**config.mk**
```make
export PLATFORM = sky130hd
export DESIGN_NAME = positional_list_engine
export DESIGN_NICKNAME = d
export VERILOG_FILES = /design/src/rtl/core/ple_pkg.sv /design/src/rtl/core/ple_ctrl.sv /design/src/rtl/core/ple_dp.sv /design/src/rtl/core/positional_list_engine.sv
export SDC_FILE = /design/constraint.sdc
export NUM_CORES = 1
export LEC_CHECK = 0
export BUFFER_PORTS_ARGS = -buffer_cell sky130_fd_sc_hd__clkbuf_2
export CAP_MARGIN = 20
export CORE_ASPECT_RATIO = 0.5
export CORE_MARGIN = 5
export CORE_UTILIZATION = 55
export CTS_CLUSTER_SIZE = 16
export DETAILED_ROUTE_END_ITERATION = 10
export GPL_TIMING_DRIVEN = 0
export PLACE_DENSITY = 0.73
export REMOVE_ABC_BUFFERS = 1
export SETUP_SLACK_MARGIN = 0.02
export SYNTH_ARGS = -nofsm -noshare
export SYNTH_HDL_FRONTEND = slang
export SYNTH_SLANG_ARGS = --single-unit
```
**constraint.sdc**
```tcl
create_clock -name clk -period 15.34 [get_ports clk]
set_clock_uncertainty 0.1 [all_clocks]
set_input_delay 1.534 -clock clk [delete_from_list [all_inputs] [get_ports clk]]
set_output_delay 1.534 -clock clk [all_outputs]
set_load 0.01 [all_outputs]
```
**src/rtl/core/ple_pkg.sv**
```systemverilog
// Package for the positional list engine: request and response payloads,
// operation and status codes, controller states and the command/status structs.
// No dependencies.
package ple_pkg;

  localparam int CAPACITY_DEF = 16;
  localparam int WORD_W       = 32;
  localparam int POS_W        = 5;
  localparam int COUNT_W      = 5;

  typedef enum logic [1:0] {
    OP_READ    = 2'd0,
    OP_REPLACE = 2'd1,
    OP_INSERT  = 2'd2,
    OP_DELETE  = 2'd3
  } op_t;

  typedef enum logic [1:0] {
    ST_DONE  = 2'd0,
    ST_RANGE = 2'd1,
    ST_FULL  = 2'd2
  } status_t;

  typedef struct packed {
    op_t                op;
    logic [POS_W-1:0]   position;
    logic signed [WORD_W-1:0] word_in;
  } req_t;

  typedef struct packed {
    logic signed [WORD_W-1:0] word_out;
    status_t            status;
    logic [COUNT_W-1:0] count;
  } rsp_t;

  typedef enum logic [2:0] {
    S_IDLE,
    S_EXEC,
    S_SHIFT_RD,
    S_SHIFT_WR,
    S_FINISH
  } state_t;

  // Commands from the controller to the datapath.
  typedef struct packed {
    logic    load_req;
    logic    init_k;
    logic    rd_issue;
    logic    rd_sel_shift;
    logic    shift_write;
    logic    k_step;
    logic    word_write;
    logic    count_inc;
    logic    count_dec;
    logic    set_status;
    status_t status_code;
    logic    out_load;
  } cmd_t;

  // Status from the datapath to the controller.
  typedef struct packed {
    op_t  op;
    logic range_err;
    logic full_err;
    logic more;
    logic out_free;
  } dp_status_t;

endpackage

```
**src/rtl/core/ple_ctrl.sv**
```systemverilog
// Controller of the positional list engine: sequences checks, shift steps
// and the result handoff. Depends on ple_pkg.
module ple_ctrl (
  input  logic               clk,
  input  logic               rst,
  input  logic               req_valid,
  output logic               req_stall,
  input  ple_pkg::dp_status_t st,
  output ple_pkg::cmd_t      cmd
);

  ple_pkg::state_t state;
  ple_pkg::state_t state_next;

  always_ff @(posedge clk) begin
    if (rst) begin
      state <= ple_pkg::S_IDLE;
    end else begin
      state <= state_next;
    end
  end

  always_comb begin
    state_next = state;
    cmd        = '0;
    req_stall  = (state != ple_pkg::S_IDLE);
    case (state)
      ple_pkg::S_IDLE: begin
        if (req_valid) begin
          cmd.load_req = 1'b1;
          state_next   = ple_pkg::S_EXEC;
        end
      end
      ple_pkg::S_EXEC: begin
        state_next      = ple_pkg::S_FINISH;
        cmd.set_status  = 1'b1;
        cmd.status_code = ple_pkg::ST_DONE;
        if (st.range_err) begin
          cmd.status_code = ple_pkg::ST_RANGE;
        end else begin
          case (st.op)
            ple_pkg::OP_READ: begin
              cmd.rd_issue = 1'b1;
            end
            ple_pkg::OP_REPLACE: begin
              cmd.word_write = 1'b1;
            end
            ple_pkg::OP_INSERT: begin
              if (st.full_err) begin
                cmd.status_code = ple_pkg::ST_FULL;
              end else begin
                cmd.init_k = 1'b1;
                state_next = ple_pkg::S_SHIFT_RD;
              end
            end
            ple_pkg::OP_DELETE: begin
              cmd.init_k = 1'b1;
              state_next = ple_pkg::S_SHIFT_RD;
            end
            default: begin
            end
          endcase
        end
      end
      ple_pkg::S_SHIFT_RD: begin
        if (st.more) begin
          cmd.rd_issue     = 1'b1;
          cmd.rd_sel_shift = 1'b1;
          state_next       = ple_pkg::S_SHIFT_WR;
        end else begin
          // The shift is complete; an insert still has to drop its word in.
          if (st.op == ple_pkg::OP_INSERT) begin
            cmd.word_write = 1'b1;
            cmd.count_inc  = 1'b1;
          end else begin
            cmd.count_dec = 1'b1;
          end
          state_next = ple_pkg::S_FINISH;
        end
      end
      ple_pkg::S_SHIFT_WR: begin
        cmd.shift_write = 1'b1;
        cmd.k_step      = 1'b1;
        state_next      = ple_pkg::S_SHIFT_RD;
      end
      ple_pkg::S_FINISH: begin
        if (st.out_free) begin
          cmd.out_load = 1'b1;
          state_next   = ple_pkg::S_IDLE;
        end
      end
      default: begin
        state_next = ple_pkg::S_IDLE;
      end
    endcase
  end

endmodule

```
**src/rtl/core/ple_dp.sv**
```systemverilog
// Datapath of the positional list engine: request register, list memory,
// shift index, word count and output register. Depends on ple_pkg.
module ple_dp #(
  parameter int CAPACITY = ple_pkg::CAPACITY_DEF
) (
  input  logic               clk,
  input  logic               rst,
  input  ple_pkg::req_t      req,
  input  ple_pkg::cmd_t      cmd,
  output ple_pkg::dp_status_t st,
  output logic               rsp_valid,
  input  logic               rsp_stall,
  output ple_pkg::rsp_t      rsp
);

  localparam int AW = (CAPACITY > 1) ? $clog2(CAPACITY) : 1;
  localparam int CW = $clog2(CAPACITY + 1);
  localparam int XW = (CW > ple_pkg::POS_W) ? CW : ple_pkg::POS_W;
  localparam int RW = (CW > ple_pkg::COUNT_W) ? CW : ple_pkg::COUNT_W;

  logic signed [ple_pkg::WORD_W-1:0] mem [CAPACITY];

  ple_pkg::req_t                     cur;
  logic [CW-1:0]                     k;
  logic [CW-1:0]                     count;
  logic signed [ple_pkg::WORD_W-1:0] rd_data;
  ple_pkg::status_t                  res_status;

  logic [XW-1:0] pos_x;
  logic [XW-1:0] cnt_x;
  logic [XW-1:0] k_x;
  logic [CW-1:0] k_dn;
  logic [CW-1:0] k_up;
  logic [CW-1:0] shift_src;
  logic [AW-1:0] rd_addr;
  logic [AW-1:0] pos_a;
  logic [AW-1:0] k_a;
  logic [RW-1:0] count_r;
  logic          is_insert;

  assign pos_x     = XW'(cur.position);
  assign cnt_x     = XW'(count);
  assign k_x       = XW'(k);
  assign k_dn      = k - CW'(1);
  assign k_up      = k + CW'(1);
  assign is_insert = (cur.op == ple_pkg::OP_INSERT);
  assign shift_src = is_insert ? k_dn : k_up;
  assign pos_a     = pos_x[AW-1:0];
  assign k_a       = k[AW-1:0];
  assign rd_addr   = cmd.rd_sel_shift ? shift_src[AW-1:0] : pos_a;
  assign count_r   = RW'(count);

  // An insert may append at the end; every other operation needs an existing word.
  assign st.op        = cur.op;
  assign st.range_err = is_insert ? (pos_x > cnt_x) : (pos_x >= cnt_x);
  assign st.full_err  = (count == CW'(CAPACITY));
  assign st.more      = is_insert ? (k_x > pos_x) : (k_up < count);
  assign st.out_free  = !rsp_valid || !rsp_stall;

  always_ff @(posedge clk) begin
    if (cmd.load_req) begin
      cur <= req;
    end
    if (cmd.init_k) begin
      k <= is_insert ? count : pos_x[CW-1:0];
    end else if (cmd.k_step) begin
      k <= is_insert ? k_dn : k_up;
    end
    if (cmd.set_status) begin
      res_status <= cmd.status_code;
    end
  end

  always_ff @(posedge clk) begin
    if (cmd.shift_write) begin
      mem[k_a] <= rd_data;
    end else if (cmd.word_write) begin
      mem[pos_a] <= cur.word_in;
    end
    if (cmd.rd_issue) begin
      rd_data <= mem[rd_addr];
    end
  end

  always_ff @(posedge clk) begin
    if (rst) begin
      count <= '0;
    end else if (cmd.count_inc) begin
      count <= count + CW'(1);
    end else if (cmd.count_dec) begin
      count <= count - CW'(1);
    end
  end

  always_ff @(posedge clk) begin
    if (rst) begin
      rsp_valid <= 1'b0;
    end else if (cmd.out_load) begin
      rsp_valid <= 1'b1;
    end else if (!rsp_stall) begin
      rsp_valid <= 1'b0;
    end
  end

  always_ff @(posedge clk) begin
    if (cmd.out_load) begin
      rsp.word_out <= (cur.op == ple_pkg::OP_READ && res_status == ple_pkg::ST_DONE)
                      ? rd_data : '0;
      rsp.status   <= res_status;
      rsp.count    <= count_r[ple_pkg::COUNT_W-1:0];
    end
  end

endmodule

```
**src/rtl/core/positional_list_engine.sv**
```systemverilog
// Top level of the positional list engine: controller plus datapath.
// Depends on ple_pkg, ple_ctrl and ple_dp.
//
//   channel | valid     | stall     | payload
//   --------+-----------+-----------+------------------------------------
//   request | req_valid | req_stall | req (op, position, word_in)
//   result  | rsp_valid | rsp_stall | rsp (word_out, status, count)
//
// One transaction is worked at a time. A read, a replace or a rejected request
// passes through the exec and finish states; an insert or a delete also shifts
// the words between its position and the end of the list, each word with a read
// in S_SHIFT_RD followed by a write in S_SHIFT_WR through the list memory.
// Reset empties the list; the memory contents are not cleared. While a result is
// stalled, the next one holds the finish state, and the request side stays stalled until it is taken.
module positional_list_engine #(
  parameter int CAPACITY = ple_pkg::CAPACITY_DEF
) (
  input  logic          clk,
  input  logic          rst,
  input  logic          req_valid,
  output logic          req_stall,
  input  ple_pkg::req_t req,
  output logic          rsp_valid,
  input  logic          rsp_stall,
  output ple_pkg::rsp_t rsp
);

  ple_pkg::cmd_t       cmd;
  ple_pkg::dp_status_t st;

  ple_ctrl u_ctrl (
    .clk       (clk),
    .rst       (rst),
    .req_valid (req_valid),
    .req_stall (req_stall),
    .st        (st),
    .cmd       (cmd)
  );

  ple_dp #(
    .CAPACITY (CAPACITY)
  ) u_dp (
    .clk       (clk),
    .rst       (rst),
    .req       (req),
    .cmd       (cmd),
    .st        (st),
    .rsp_valid (rsp_valid),
    .rsp_stall (rsp_stall),
    .rsp       (rsp)
  );

endmodule

```
==> flow_metrics.env <==
export IMPL_cts_tree="done"
export IMPL_syn_area_sq_um=26920
export IMPL_worstSetupPathType="flop to flop"
export IMPL_vias=16360
export IMPL_p_leak_nw=10.50
export IMPL_startpoint_type="flop"
export IMPL_cts_max_path_buffers=3
export IMPL_h_tree_depth=2
export IMPL_use_met3=0.03760
export IMPL_grt_pass1_vias=16130
export IMPL_yosysTopAreaCell="edfxtp_1"
export IMPL_min_from="u_dp.res_status[1]"
export IMPL_clk_pin_slew_worst_paths_ns=0.07
export IMPL_fillers=3385
export IMPL_wire_per_inst_microns=24.94
export IMPL_reg2regPathDepth=15
export IMPL_fin_cells=2530
export IMPL_p_per_area_nw_per_um2=117.1
export IMPL_synth_area_leaders="edfxtp_1, mux2i_1, mux2_2"
export IMPL_n_antenna_cell=0
export IMPL_core_area_sq_um=48500
export IMPL_synth_edff_count=629
export IMPL_die_x_microns=322.9
export IMPL_syn_instance_count=1769
export IMPL_met2_usage=0.3470
export IMPL_hold_viol=0
export IMPL_irDropWorstVdd_mv=0.08372
export IMPL_dp_slack_ns=7.771
export IMPL_fin_hold_ws_ns=0.3803
export IMPL_cts_root_buf="clkbuf_16"
export IMPL_start_util=0.5551
export IMPL_crit_path_end="u_dp.rd_data[10]"
export IMPL_hp_class="flop to flop"
export IMPL_crit_path_start="u_dp.k[0]"
export IMPL_status="finished, final reports clean"
export IMPL_async_flop_share=0
export IMPL_fin_area_sq_um=30590
export IMPL_clock_sinks=638
export IMPL_hpwl_microns=38560
export IMPL_cts_buffers_inserted=54
export IMPL_hold_depth=0
export IMPL_ant_nets=0
export IMPL_drtPass1Iterations=8
export IMPL_finalSetupViolations=0
export IMPL_slew_headroom=0.2754
export IMPL_power_mw=3.582
export IMPL_avgViaCountPerCell=6.465
export IMPL_yosysUniqueCellTypes=57
export IMPL_drv_cap=0
export IMPL_reg2reg_to="u_dp.rd_data[10]"
export IMPL_drcViolationCount=0
export IMPL_cp_required_ns=15.58
export IMPL_ys_seq_area_frac=0.7083
export IMPL_worst_slack_ns=7.591
export IMPL_dieArea_sq_um=53740
export IMPL_tns_ns=0
export IMPL_wl_microns=63100
export IMPL_area_growth_synth_to_final_pct=13.65
export IMPL_dpl_cell_count=2432
export IMPL_top_usage_layer="met2"
export IMPL_grt_start_max_net_pins=70
export IMPL_grtUsageMet1=0.3442
export IMPL_num_rows=57
export IMPL_crit_fanout=69
export IMPL_clock_latency_ns=0.60
export IMPL_synth_flop_cell="edfxtp_1"
export IMPL_io_buffers=83
export IMPL_ys_ff_latch=638
export IMPL_max_clock_freq_ghz=0.1290
export IMPL_final_util=0.6308
export IMPL_dieHeight_microns=166.4
export IMPL_drt_initial_drc_count=1897
export IMPL_arrival_ns=7.99
export IMPL_worst_r2r_setup_slack_ns=7.59
export IMPL_ctsResizeCount=0
export IMPL_syn_avg_cell_area_sq_um=15.22
export IMPL_tightest_slew_ns=1.077
export IMPL_postCtsSetupRepairBufs=0
export IMPL_r2r_start="u_dp.k[0]"
export IMPL_routabilityCongestion=0.7656
export IMPL_ys_warn_count=0
export IMPL_grt_pass1_wl_microns=95670
export IMPL_fin_crit_ns=7.749
export IMPL_pin_count=84
export IMPL_layout_nets=1902
export IMPL_gr_total_overflow=0
export IMPL_track_usage=0.2294
export IMPL_drive_gt1_frac=0.1855
export IMPL_antenna_found_initial=1
export IMPL_holdBufCountCts=0
export IMPL_slew_violations=0
export IMPL_period_share=0.5052
export IMPL_critPathCaptureType="flop"
export IMPL_synth_top_cell_area_share=0.7017
export IMPL_rsz0062_at_grt="no"
export IMPL_dpl_cell_area_sq_um=28830
cells in the final DEF, fill, tap and decap left out, types with 6 or more instances in the layout:
master and count:
clkinv_2 10, mux2i_1 137, a311oi_1 64, and2_2 13, ha_1 19, or3_1 35
buf_8 6, and2_1 34, o21ai_0 8, mux2_2 80, nor2_1 21, bufinv_16 7
dfxtp_1 9, inv_1 12, clkinv_1 13, o22ai_1 98, nand2_1 213, mux2_4 9
edfxtp_1 629, a211oi_1 65, buf_16 14, clkbuf_2 83, clkbuf_16 54, xnor2_1 6
buf_12 31, a21oi_1 77, a221o_1 32, clkbuf_1 8, mux2_1 8
state kept, by name, summed over array words and instances (netlist names):
register and flops:
u_dp.rsp 39, u_dp.mem 512, u_dp.cur 32, u_dp.cnt_x 5, u_dp.k 5, u_dp.res_status 2, u_dp.st 2, u_ctrl.state 3
u_dp.pos_x 5, u_dp.rd_data 32, u_dp.rsp_valid 1
logic make-up after synthesis:
family          count (synthesis)  synth area share
flops                         638            0.7083
compound gates                375           0.09988
xor+xnor                       12          0.004183
mux                           235           0.09361
buf+inv                       138           0.02468
simple gates                  351           0.05973
fa+ha+maj                      20          0.009575
power breakdown:
| group | switching (mW) | internal, mW | total (mW) |
|---|---|---|---|
| sequential | 0.00969 | 1.93 | 1.94 |
| clock | 0.617 | 0.766 | 1.38 |
| combinational | 0.155 | 0.106 | 0.261 |
per-layer routing:
layer,up-vias,part of all wire
met3,162,0.10
met1,8147,0.42
met5,-,0.00021
li1,7102,-
met2,943,0.45
met4,2,0.029
worst max-delay path: stages, from the launching register on:
cell,delay (ns)
edfxtp_1,0.99
inv_2,0.53
ha_1,0.52
ha_1,0.30
o21a_1,0.18
a21oi_2,0.25
o21a_4,0.82
nand2_4,0.74
a21oi_4,0.96
buf_12,0.28
buf_12,0.22
buf_12,0.21
buf_12,0.22
mux2_2,0.35
a221o_1,0.36
or3_1,0.33
synth_stat cells, drive strengths merged (2+ instances only):
master  instances
o32ai           2
nor2           22
edfxtp        629
a311oi         64
dfxtp           9
a211oi         65
o21a            4
nand3           5
o21ai          14
o211ai          2
mux2i         137
nor2b           9
ha             19
a21o            4
nand2         216
o22ai          98
nand4           4
a221o          32
inv            14
xnor2           7
xor2            5
buf            68
nor4            2
nor3b           2
a21oi          80
mux2           97
and2           47
o31ai           3
nor3            5
nand2b          2
clkbuf         56
or3            35
cell type report:
cell class	instances	area (sq um)	area share
flip-flops and latches	638	19070	0.6233
repair buffers	138	1541	0.05039
well taps	649	812.0	0.02654
inverters	14	52.55	0.001718
clock inverters	36	377.9	0.01235
multi-input cells	993	7360	0.2406
clock buffers	62	1381	0.04515
worst min-delay path by stage:
stage | end | slack, ns
after floorplan | u_dp.rsp[5] | 0.33
after global placement | u_dp.rsp[6] | 0.34
after detailed placement | u_dp.rsp[6] | 0.37
after CTS | u_dp.rsp[5] | 0.38
after global routing | u_dp.rsp[5] | 0.40
final | u_dp.rsp[6] | 0.38
Power figures use the tool's default switching activity.
